<file path="src/assert_macros.svh">
// Assertion macros used by the connection limit table top level.
// Each macro expands to one labeled concurrent assertion with reset disable.
`ifndef ASSERT_MACROS_SVH
`define ASSERT_MACROS_SVH

// Check that a condition holds at every clock edge outside reset.
`define ASSERT_ALWAYS(name, clk, rst_n, cond, msg) \
    name: assert property (@(posedge clk) disable iff (!rst_n) (cond)) \
        else $error(msg);

// Check that a condition at one edge forces another at the next edge.
`define ASSERT_NEXT(name, clk, rst_n, ante, cons, msg) \
    name: assert property (@(posedge clk) disable iff (!rst_n) (ante) |=> (cons)) \
        else $error(msg);

`endif

</file>
<file path="src/pacl_pkg.sv">
// Shared types and codes for the per-address connection limit table.
// Used by pacl_cell and the top level; depends on nothing.
`timescale 1ns / 1ps
`default_nettype none

package pacl_pkg;

    localparam int ADDR_W    = 32;
    localparam int LIMIT_W   = 16;
    localparam int STATUS_W  = 2;
    localparam int COUNT_O_W = 16;
    localparam int USED_W    = 6;

    localparam logic OP_ACQUIRE = 1'b0;
    localparam logic OP_RELEASE = 1'b1;

    localparam logic [STATUS_W-1:0] ST_OK      = 2'd0;
    localparam logic [STATUS_W-1:0] ST_REFUSED = 2'd1;
    localparam logic [STATUS_W-1:0] ST_ABSENT  = 2'd2;
    localparam logic [STATUS_W-1:0] ST_FULL    = 2'd3;

    typedef struct packed {
        logic              op;
        logic [ADDR_W-1:0] address;
    } t_in_item;

    typedef struct packed {
        logic [STATUS_W-1:0]  status;
        logic [COUNT_O_W-1:0] count_after;
        logic [USED_W-1:0]    entries_used;
    } t_out_item;

    // Broadcast control from the sequencer to every cell.
    typedef struct packed {
        logic capture;  // register compare flags against the held key
        logic apply;    // commit the table update this cycle
        logic insert;   // open a slot at the insert point, shift up
        logic remove;   // close the matching slot, shift down
        logic inc;      // bump the matching count
        logic dec;      // lower the matching count
    } t_cell_cmd;

endpackage

`default_nettype wire

</file>
<file path="src/pacl_cell.sv">
// One table slot: address, connection count and registered compare flags.
// Depends on pacl_pkg; neighbors hand address and count across on shifts.
`timescale 1ns / 1ps
`default_nettype none

module pacl_cell #(
    parameter int COUNT_BITS = 16
) (
    input  wire logic                          i_clk,
    input  wire logic                          i_rst_n,
    input  wire pacl_pkg::t_cell_cmd           i_cmd,
    input  wire logic [pacl_pkg::ADDR_W-1:0]   i_key,
    input  wire logic                          i_occupied,
    input  wire logic [pacl_pkg::ADDR_W-1:0]   i_prev_addr,
    input  wire logic [COUNT_BITS-1:0]         i_prev_count,
    input  wire logic                          i_prev_lt,
    input  wire logic [pacl_pkg::ADDR_W-1:0]   i_next_addr,
    input  wire logic [COUNT_BITS-1:0]         i_next_count,
    output logic      [pacl_pkg::ADDR_W-1:0]   o_addr,
    output logic      [COUNT_BITS-1:0]         o_count,
    output logic                               o_lt,
    output logic                               o_eq
);
    import pacl_pkg::*;

    logic [ADDR_W-1:0]     r_addr, n_addr;
    logic [COUNT_BITS-1:0] r_count, n_count;
    logic                  r_lt, r_eq;

    always_comb begin
        n_addr  = r_addr;
        n_count = r_count;
        if (i_cmd.apply) begin
            if (i_cmd.insert) begin
                // Below the insert point: hold. At it: load key. Above: shift up.
                if (!r_lt) begin
                    if (i_prev_lt) begin
                        n_addr  = i_key;
                        n_count = COUNT_BITS'(1);
                    end else begin
                        n_addr  = i_prev_addr;
                        n_count = i_prev_count;
                    end
                end
            end else if (i_cmd.remove) begin
                if (!r_lt) begin
                    n_addr  = i_next_addr;
                    n_count = i_next_count;
                end
            end else if (i_cmd.inc) begin
                if (r_eq) begin
                    n_count = r_count + COUNT_BITS'(1);
                end
            end else if (i_cmd.dec) begin
                if (r_eq) begin
                    n_count = r_count - COUNT_BITS'(1);
                end
            end
        end
    end

    always_ff @(posedge i_clk) begin
        r_addr  <= n_addr;
        r_count <= n_count;
        if (!i_rst_n) begin
            r_lt <= 1'b0;
            r_eq <= 1'b0;
        end else if (i_cmd.capture) begin
            r_lt <= i_occupied && (r_addr < i_key);
            r_eq <= i_occupied && (r_addr == i_key);
        end
    end

    assign o_addr  = r_addr;
    assign o_count = r_count;
    assign o_lt    = r_lt;
    assign o_eq    = r_eq;

endmodule

`default_nettype wire

</file>
<file path="config.mk">
export PLATFORM = sky130hd
export DESIGN_NAME = pacl_cell
export DESIGN_NICKNAME = d
export VERILOG_FILES = /design/src/assert_macros.svh /design/src/pacl_pkg.sv /design/src/pacl_cell.sv
export SDC_FILE = /design/constraint.sdc
export NUM_CORES = 1
export LEC_CHECK = 0
export ABC_AREA = 1
export BUFFER_PORTS_ARGS = -buffer_cell sky130_fd_sc_hd__buf_4
export CAP_MARGIN = 20
export CORE_UTILIZATION = 49
export DETAILED_ROUTE_END_ITERATION = 10
export GPL_ROUTABILITY_DRIVEN = 1
export PLACE_DENSITY = 0.91
export REMOVE_ABC_BUFFERS = 1
export SLEW_MARGIN = 0
export SYNTH_ARGS = -nofsm -noshare
export SYNTH_HDL_FRONTEND = slang
export SYNTH_SLANG_ARGS = --single-unit
</file>
<file path="constraint.sdc">
create_clock -name i_clk -period 5.15 [get_ports i_clk]
set_clock_uncertainty 0.1 [all_clocks]
set_input_delay 0.7725 -clock i_clk [delete_from_list [all_inputs] [get_ports i_clk]]
set_output_delay 0.7725 -clock i_clk [all_outputs]
set_load 0.005 [all_outputs]
</file>
Word level (Yosys, flattened, before mapping). Cells that the tools add are included.

$add $sub $neg: 2. Multipliers: 0. Divide/modulo/power cells: 0. $lt $le $gt $ge: 1. Eq/ne operators: 3. Shifts and indexed selects: 0. Mux-type cells: 14. Bitwise logic cells: 1. Reduce and logical (&&, ||, !) cells: 7.

Operators with widths (number): two-way mux 32 bit (5); two-way mux 16 bit (9); equality test 32 bit (1); < comparator 32 bit (1); adder 16 x 1 -> 16 bit, second input constant (1); subtractor 16 x 1 -> 16 bit, second input constant (1); AND reduction 5 bit (1); != test 2 bit, second input constant (2); nonzero test 4 bit (1); AND reduction 3 bit (1); nonzero test 3 bit (1); logical AND 1 bit (2); nonzero test 2 bit (1); NOT 1 bit (1).

Bits in registers: 50. Bits in latches: 0. Memory bits (writable): 0. Memory bits (read-only): 0. Input bits: 138. Output and inout bits: 50. Word-level logic and storage cells: 32. Memories: 0.

Longest topological paths before layout. Gate-level depths: netlist of the first run.

Word-level depth: 6. Gate-level depth with buffers: 14. Depth with buffers taken out: 14.

Least setup slack after synthesis of the first run. No wires, ideal clock.

Kind: in2reg. From: input i_cmd[3] in the netlist's numbering. To: register r_count[0] (netlist: o_count[0]), enable pin. Setup time: 0.392 ns. Arrival time: 4.107 ns. Required time: 4.658 ns. Setup slack: 0.550 ns. Stages on the path: 4. Buffers on the path: 1. Cells stage by stage: buf_2 -> nor2_1 -> nor3b_1 -> o21bai_1.

Longest elaborated chain between the ends: 2. Elaborated cells on any way between the ends: 4. Those cells by class: 1 x eq/ne; 3 x reduce/logical.

Ends and longest elaborated chain: from (decl) (RTL line pacl_cell.sv:11) `input wire pacl_pkg::t_cell_cmd i_cmd,`; != test 2 bit (no source line) (tied with other cells); AND reduction 5 bit (no source line) *; to (signal assigned) (RTL line pacl_cell.sv:64) `r_count <= n_count;`; to (decl) (RTL line pacl_cell.sv:27) `logic [COUNT_BITS-1:0] r_count, n_count;`.

Mark *: on every way between the ends. The rest lies on a longest branch, timed or not. A chain may end at the register's enable or synchronous reset.

Worst setup path in the final report of the first run.
From: input i_cmd[1] in the netlist's numbering. To: register r_count[14] (netlist: o_count[14]) (data pin).

Longest elaborated chain between the ends: 3.

Ends and longest elaborated chain: two-way mux 16 bit (RTL line pacl_cell.sv:50) `end else if (i_cmd.inc) begin`; two-way mux 16 bit (RTL line pacl_cell.sv:45) `end else if (i_cmd.remove) begin`; two-way mux 16 bit (RTL line pacl_cell.sv:34) `if (i_cmd.insert) begin`.

Every way passes these cells.

==> results.sh, run 1 <==
export IMPL_rrSetupSlack_ps=3070
export IMPL_synth_compound_area_share_pct=14.6
export IMPL_period_needed_ps=2550
export IMPL_cp_num_cells=13
export IMPL_initial_utilization_pct=51.2
export IMPL_setup_violations=0
export IMPL_synth_area_leaders="edfxtp_1 (34%), nand2_1 (14%), ha_1 (14%)"
export IMPL_die_area_sq_um=9040
export IMPL_globalplace_congestion=0.920
export IMPL_yosysTopAreaCell="edfxtp_1"
export IMPL_place_inst=870
export IMPL_post_route_period_util_pct=49.4
export IMPL_ff_latch_area_sq_um=1480
export IMPL_vias_per_cell=5.32
export IMPL_antenna_found_initial=0
export IMPL_cp_num_buf_inv=2
export IMPL_synthMuxAreaShare_pct=0
export IMPL_hpwl_um=10500
export IMPL_slew_headroom_pct=31.8
export IMPL_grt_pass1_vias=4662
export IMPL_seq_area_frac_synth_pct=34.9
export IMPL_irDropWorstVdd_mv=0.124
export IMPL_cts_tree="done"
export IMPL_core_sq_um=8300
export IMPL_ys_warn_count=0
export IMPL_gr_total_overflow=0
export IMPL_grt_max_degree=45
export IMPL_final_hold_viol_count=0
export IMPL_syn_area_sq_um=4250
export IMPL_power_leakage_nw=3.00
export IMPL_synth_top_area_share_pct=34.0
export IMPL_synth_top_family_by_area="simple AND/OR/NAND/NOR gates"
export IMPL_cts_root_buffer="clkbuf_8"
export IMPL_syn_area_per_cell_sq_um=7.15
export IMPL_tns_ps=0
export IMPL_drtIter0Drc=215
export IMPL_clk_latency_ps=310
export IMPL_finalNonFillerCells=878
export IMPL_crit_start="i_cmd[1]"
export IMPL_vias=4674
export IMPL_worstPathRequired_ps=5130
export IMPL_yosys_area_share_simple_pct=26.8
export IMPL_antenna_cells=0
export IMPL_reg2reg_to="o_count[8]"
export IMPL_crit_fanout=14
export IMPL_cts_buffers=5
export IMPL_reg2reg_from="o_count[0]"
export IMPL_maxSlewViolCount=0
export IMPL_fp_dieH_um=95.1
export IMPL_wl_um=13300
export IMPL_synthToLayoutAreaGrowth_pct=37.4
export IMPL_endpoint="o_count[14]"
export IMPL_layout_drive_gt1_share_pct=28.3
export IMPL_status="complete, no violations"
export IMPL_worst_setup_path_end_kind="flip-flop"
export IMPL_antenna_left=0
export IMPL_path_cells="buf_4 -> inv_1 -> ha_1 -> nand2_1 -> nand2_1 -> a21oi_1 -> nand2_1 -> nand2_1 -> nand2_1 -> nand2_1 -> nand3_1 -> nand2_1 -> nand2_1"
export IMPL_crit_type="in -> reg"
export IMPL_wl_per_cell_um=15.1
export IMPL_drtPass1Iterations=5
export IMPL_fin_nets=957
export IMPL_route_detailed_drc=0
export IMPL_critPathTopFamily="simple AND/OR/NAND/NOR gates"
export IMPL_rsz0062_at_grt="no"
export IMPL_cts_setup_buffers=0
export IMPL_cts_resized=0
export IMPL_multiInputGateArea_sq_um=2390
export IMPL_rows=33
export IMPL_cp_start_kind="input pin"
export IMPL_clk_pin_slew_ps=110
export IMPL_io_buffers=187
export IMPL_postSynthCellCount=594
export IMPL_fmax_ghz=0.393
export IMPL_ys_ff_latch=50
export IMPL_critPathSlowestCell="inv_1"
export IMPL_h_tree_depth=2
export IMPL_grt_pass1_wl_um=20500
export IMPL_cpPeakStageDelay_ps=380
export IMPL_cpMostUsedCell="nand2_1"
export IMPL_powerDensity_nw_per_um2=213
export IMPL_worstHoldPathType="reg -> reg"
export IMPL_clockBufferDepth=2
export IMPL_grt_total_usage_pct=29.1
export IMPL_maxCapViolations=0
export IMPL_hold_buffers=0
export IMPL_fp_dieW_um=95.1
export IMPL_synth_xor_area_share_pct=0.825
export IMPL_tightestPinTransition_ps=1020
export IMPL_cp_arrival_ps=2530
export IMPL_synthAdderAreaFrac_pct=14.0
export IMPL_ys_types=32
export IMPL_nFillCells=655
export IMPL_finalPower_w=0.00124
export IMPL_worst_r2r_path_depth=9
export IMPL_numClockSinks=50
export IMPL_io_pins=188
[worst reg2reg max path: cells and delay by family (launching register included)]
family,cells,cell delay [ps]
buffers and inverters,2,210
AOI/OAI and AO/OA,1,100
DFF,1,380
and+or+nand+nor,5,630
adders and majority gates,1,420
[registers in the layout, indices dropped and copies added, names as in the netlist]
name and count:
o_addr 32, o_count 16, o_eq 1, o_lt 1
[per-layer routing]
metal / track usage, % / vias up / share of wire, %
met4: 9.85 / 0 / 2.4
met1: 31.9 / 2102 / 38
met5: 0 / - / 0
met2: 56.3 / 229 / 52
li1: - / 2313 / -
met3: 4.47 / 30 / 7.3
[placed cells by master (no fill, tap or decap), types with 2 or more instances in the layout]
master    count
nor2_1       69
a21o_1        2
inv_2         9
xnor2_1       2
clkbuf_8      5
dfxtp_1       2
o21ai_1      26
o21ai_0      58
edfxtp_1     48
nand3b_1      2
nand2_2       5
nand2_1     162
ha_1         46
buf_4       189
a21oi_2       3
a21oi_1      27
inv_1        70
nand3_1      25
nand4_1       5
xor2_1        2
nor3_2        2
[synth_stat cells, drive strengths merged]
master,count
nor3b,2
xor2,2
nor3,3
clkbuf,11
a21o,2
inv,79
nor2,70
buf,7
fa,1
o21bai,1
nand3b,2
edfxtp,48
dfxtp,2
nand2,167
and2,1
nand2b,1
o211ai,1
o21a,1
nand3,26
xnor2,2
o21ai,84
ha,46
a21oi,30
nand4,5
[area by class of cell]
cell class / count / area share, %
multi-input cells: 447 / 41.0
flip-flops and latches: 50 / 25.4
repair buffers: 189 / 24.3
inverters: 79 / 5.08
well taps: 105 / 2.25
clock buffers: 5 / 1.18
clock inverters: 3 / 0.751
[metrics by stage]
| step | cell area [sq um] | utilization [%] | hold WS (ps) | setup slack, ps |
|---|---|---|---|---|
| after global routing | 5830 | 70.3 | 453 | 2440 |
| after detailed placement | 5720 | 68.9 | 409 | 2290 |
| after CTS | 5830 | 70.3 | 423 | 2620 |
| after global placement | 5720 | 68.9 | 394 | 2330 |
| after floorplan | 4170 | - | 369 | 719 |
| final | 5830 | 70.3 | 419 | 2600 |
[report_power, final]
group	switching (W)	internal, W
combinational	0.000230	0.000203
clock	0.000152	0.000146
sequential	0.0000219	0.000488
[cell families (layout without fill, tap and decap cells)]
| group | count (synthesis) | after routing |
|---|---|---|
| simple gates | 277 | 277 |
| compound gates | 119 | 119 |
| buf+inv | 97 | 276 |
| flops | 50 | 50 |
| fa+ha+maj | 47 | 47 |
| xor+xnor | 4 | 4 |
[how the worst min path moves through the flow]
stage,to,slack [ps],start,cells after the start
floorplan,o_lt,370,o_lt,2
global placement,o_lt,390,o_lt,2
detailed placement,o_lt,410,o_lt,2
CTS,o_lt,420,o_lt,2
global route,o_eq,450,o_eq,2
finish,o_lt,420,o_lt,2
(Power assumes the default switching activity.)
==> inputs of run 2 (changes only) <==
--- a/config.mk
+++ b/config.mk
@@ -8,10 +8,10 @@
 export ABC_AREA = 1
 export BUFFER_PORTS_ARGS = -buffer_cell sky130_fd_sc_hd__buf_4
 export CAP_MARGIN = 20
-export CORE_UTILIZATION = 49
+export CORE_UTILIZATION = 44
 export DETAILED_ROUTE_END_ITERATION = 10
 export GPL_ROUTABILITY_DRIVEN = 1
-export PLACE_DENSITY = 0.91
+export PLACE_DENSITY = 0.86
 export REMOVE_ABC_BUFFERS = 1
 export SLEW_MARGIN = 0
 export SYNTH_ARGS = -nofsm -noshare
==> constraint.sdc (replaced) <==
create_clock -name i_clk -period 2.1 [get_ports i_clk]
set_clock_uncertainty 0.1 [all_clocks]
set_input_delay 0.315 -clock i_clk [delete_from_list [all_inputs] [get_ports i_clk]]
set_output_delay 0.315 -clock i_clk [all_outputs]
set_load 0.005 [all_outputs]
==> run 2 against run 1 <==
Net effect:
- die area is 11% higher
- sequential power is 150% higher
- clock-buffer cell count is 1 higher
- clock power grew to 2.9 times the previous value
- core utilization is 3.8 points lower
- power grew to 2.6 times the previous value
- critical path type is now reg -> reg
- global-route usage is 4.2 points lower
- first-iteration DRC count is 1.4% lower
- sequential cell count stayed put
- largest power group unchanged
- setup slack worse by 2500 ps
- routed wire length is 3.2% lower
==> results.sh, run 2 (synthesis gave the netlist of run 1 again) <==
export IMPL_die_area_sq_um=10000
export IMPL_route_detailed_drc=0
export IMPL_p_seq_share_pct=38.3
export IMPL_cts_root_buffer="clkbuf_8"
export IMPL_grt_pass1_wl_um=19800
export IMPL_irDropWorstVdd_mv=0.313
export IMPL_io_pins=188
export IMPL_cts_tree="done"
export IMPL_antenna_left=0
export IMPL_post_route_period_util_pct=94.4
export IMPL_synthToLayoutAreaGrowth_pct=45.3
export IMPL_worst_setup_path_end_kind="flip-flop"
export IMPL_p_int_w=0.00228
export IMPL_wl_um=12900
export IMPL_swShare_pct=30.1
export IMPL_holdWs_ps=162
export IMPL_powerDensity_nw_per_um2=529
export IMPL_period_needed_ps=1980
export IMPL_p_clk_share_pct=26.2
export IMPL_core_sq_um=9280
export IMPL_final_hold_viol_count=0
export IMPL_clk_pin_slew_ps=100
export IMPL_use_met2_pct=45.3
export IMPL_fmax_ghz=0.504
export IMPL_largest_register_ffs=32
export IMPL_tightestPinTransition_ps=660
export IMPL_met1_usage_pct=29.5
export IMPL_maxSlewViolCount=0
export IMPL_initial_utilization_pct=45.7
export IMPL_vias_per_cell=5.07
export IMPL_antenna_cells=0
export IMPL_numClockSinks=50
export IMPL_clk_latency_ps=300
export IMPL_cts_buffers=5
export IMPL_cp_start_kind="flip-flop"
export IMPL_antenna_found_initial=0
export IMPL_finish_utilization_pct=66.5
export IMPL_mostFrequentLayoutCells="buf_4 (212), nand2_1 (162), inv_1 (69), nor2_1 (69), o21ai_0 (58)"
export IMPL_crit_type="reg -> reg"
export IMPL_gr_total_overflow=0
export IMPL_grt_busiest_layer="met2"
export IMPL_status="complete, no violations"
export IMPL_grt_total_usage_pct=24.9
export IMPL_use_met3_pct=4.32
export IMPL_layout_commonest_cell="buf_4"
export IMPL_fp_dieH_um=100
export IMPL_slew_headroom_pct=55.9
export IMPL_grt_max_degree=40
export IMPL_worstHoldPathType="in -> reg"
export IMPL_grt_pass1_vias=4451
export IMPL_layout_drive_gt1_share_pct=31.5
export IMPL_comb_power_share_pct=35.4
export IMPL_cp_arrival_ps=1960
export IMPL_fin_nets=981
export IMPL_worstPathRequired_ps=2070
export IMPL_power_leakage_nw=3.13
export IMPL_hold_buffers=0
export IMPL_clockBufferDepth=2
export IMPL_maxCapViolations=0
export IMPL_wl_per_cell_um=13.9
export IMPL_crit_fanout=3
export IMPL_globalplace_congestion=0.980
export IMPL_setup_violations=0
export IMPL_vias=4694
export IMPL_finalPower_w=0.00327
export IMPL_rows=35
export IMPL_io_buffers=187
export IMPL_fp_dieW_um=100
export IMPL_drtPass1Iterations=5
export IMPL_power_switching_w=0.000983
export IMPL_hpwl_um=10300
export IMPL_h_tree_depth=2
export IMPL_drtIter0Drc=212
## run 2: cell types whose count changed in the layout (fill, tap and decap cells not counted), sizes merged
cell | previous run | this run
clkinvlp | 0 | 1
clkinv | 1 | 0
inv | 80 | 78
clkbuf | 5 | 6
buf | 189 | 213
bufinv | 1 | 2
## run 2: timing repair
item | 4_1_cts | 5_1_grt
resized for setup | 0 | 8
buffers inserted | 0 | 4
endpoints found under the setup margin | 0 | 11
## run 2: worst max-delay path, cell delays in order, from the launching register on
cell      delay (ps)
edfxtp_1         390
inv_1            100
fa_1             420
inv_1            100
nand3_1           70
nand3_1          140
nand3_1          140
nand4_1          110
nand3_1           80
nand2_1           80
nand2_1           40
## run 2: path summary, 6_finish.rpt
path              start     endpoint  slack (ps)  depth (start not counted)
min             i_rst_n         o_eq         160                          3
min reg2reg        o_lt         o_lt         410                          2
max reg2reg  o_count[0]  o_count[12]         120                         10
max          o_count[0]  o_count[12]         120                         10
## run 2: final cells by class
| type | instances | area, sq um |
|---|---|---|
| fill | 767 | 3110 |
| multi-input combinational | 447 | 2470 |
| timing repair buffer | 213 | 1610 |
| sequential | 50 | 1480 |
| inverter | 79 | 300 |
| tap | 129 | 161 |
| clock buffer | 6 | 82.6 |
| clock inverter | 2 | 60.1 |
## run 2: through the flow
stage | worst slack (ps) | instances | instance area [sq um] | TNS [ps]
after floorplan | -1870 | 576 | 4170 | -69960
after global placement | -234 | 914 | 5900 | -1910
after detailed placement | -316 | 914 | 5900 | -2660
after CTS | 27.3 | 922 | 6040 | 0
after global routing | -1.40 | 926 | 6170 | -1.40
final | 117 | 926 | 6170 | 0
## run 2: metal layers
layer | part of all wire (%) | wire [um] | vias up
met1 | 40 | 5150 | 2112
met3 | 7.7 | 986 | 22
li1 | - | - | 2352
met5 | 0 | 0 | -
met4 | 2.1 | 274 | 0
met2 | 50 | 6440 | 208
## run 2: power by group through the flow
stage	combinational [W]	sequential, W	clock [W]
finish	0.00116	0.00125	0.000856
global route	0.00129	0.00126	0.000903
CTS	0.00111	0.00125	0.000871
detailed placement	0.00111	0.00127	0
global placement	0.00107	0.00127	0
floorplan	0.000548	0.00127	0
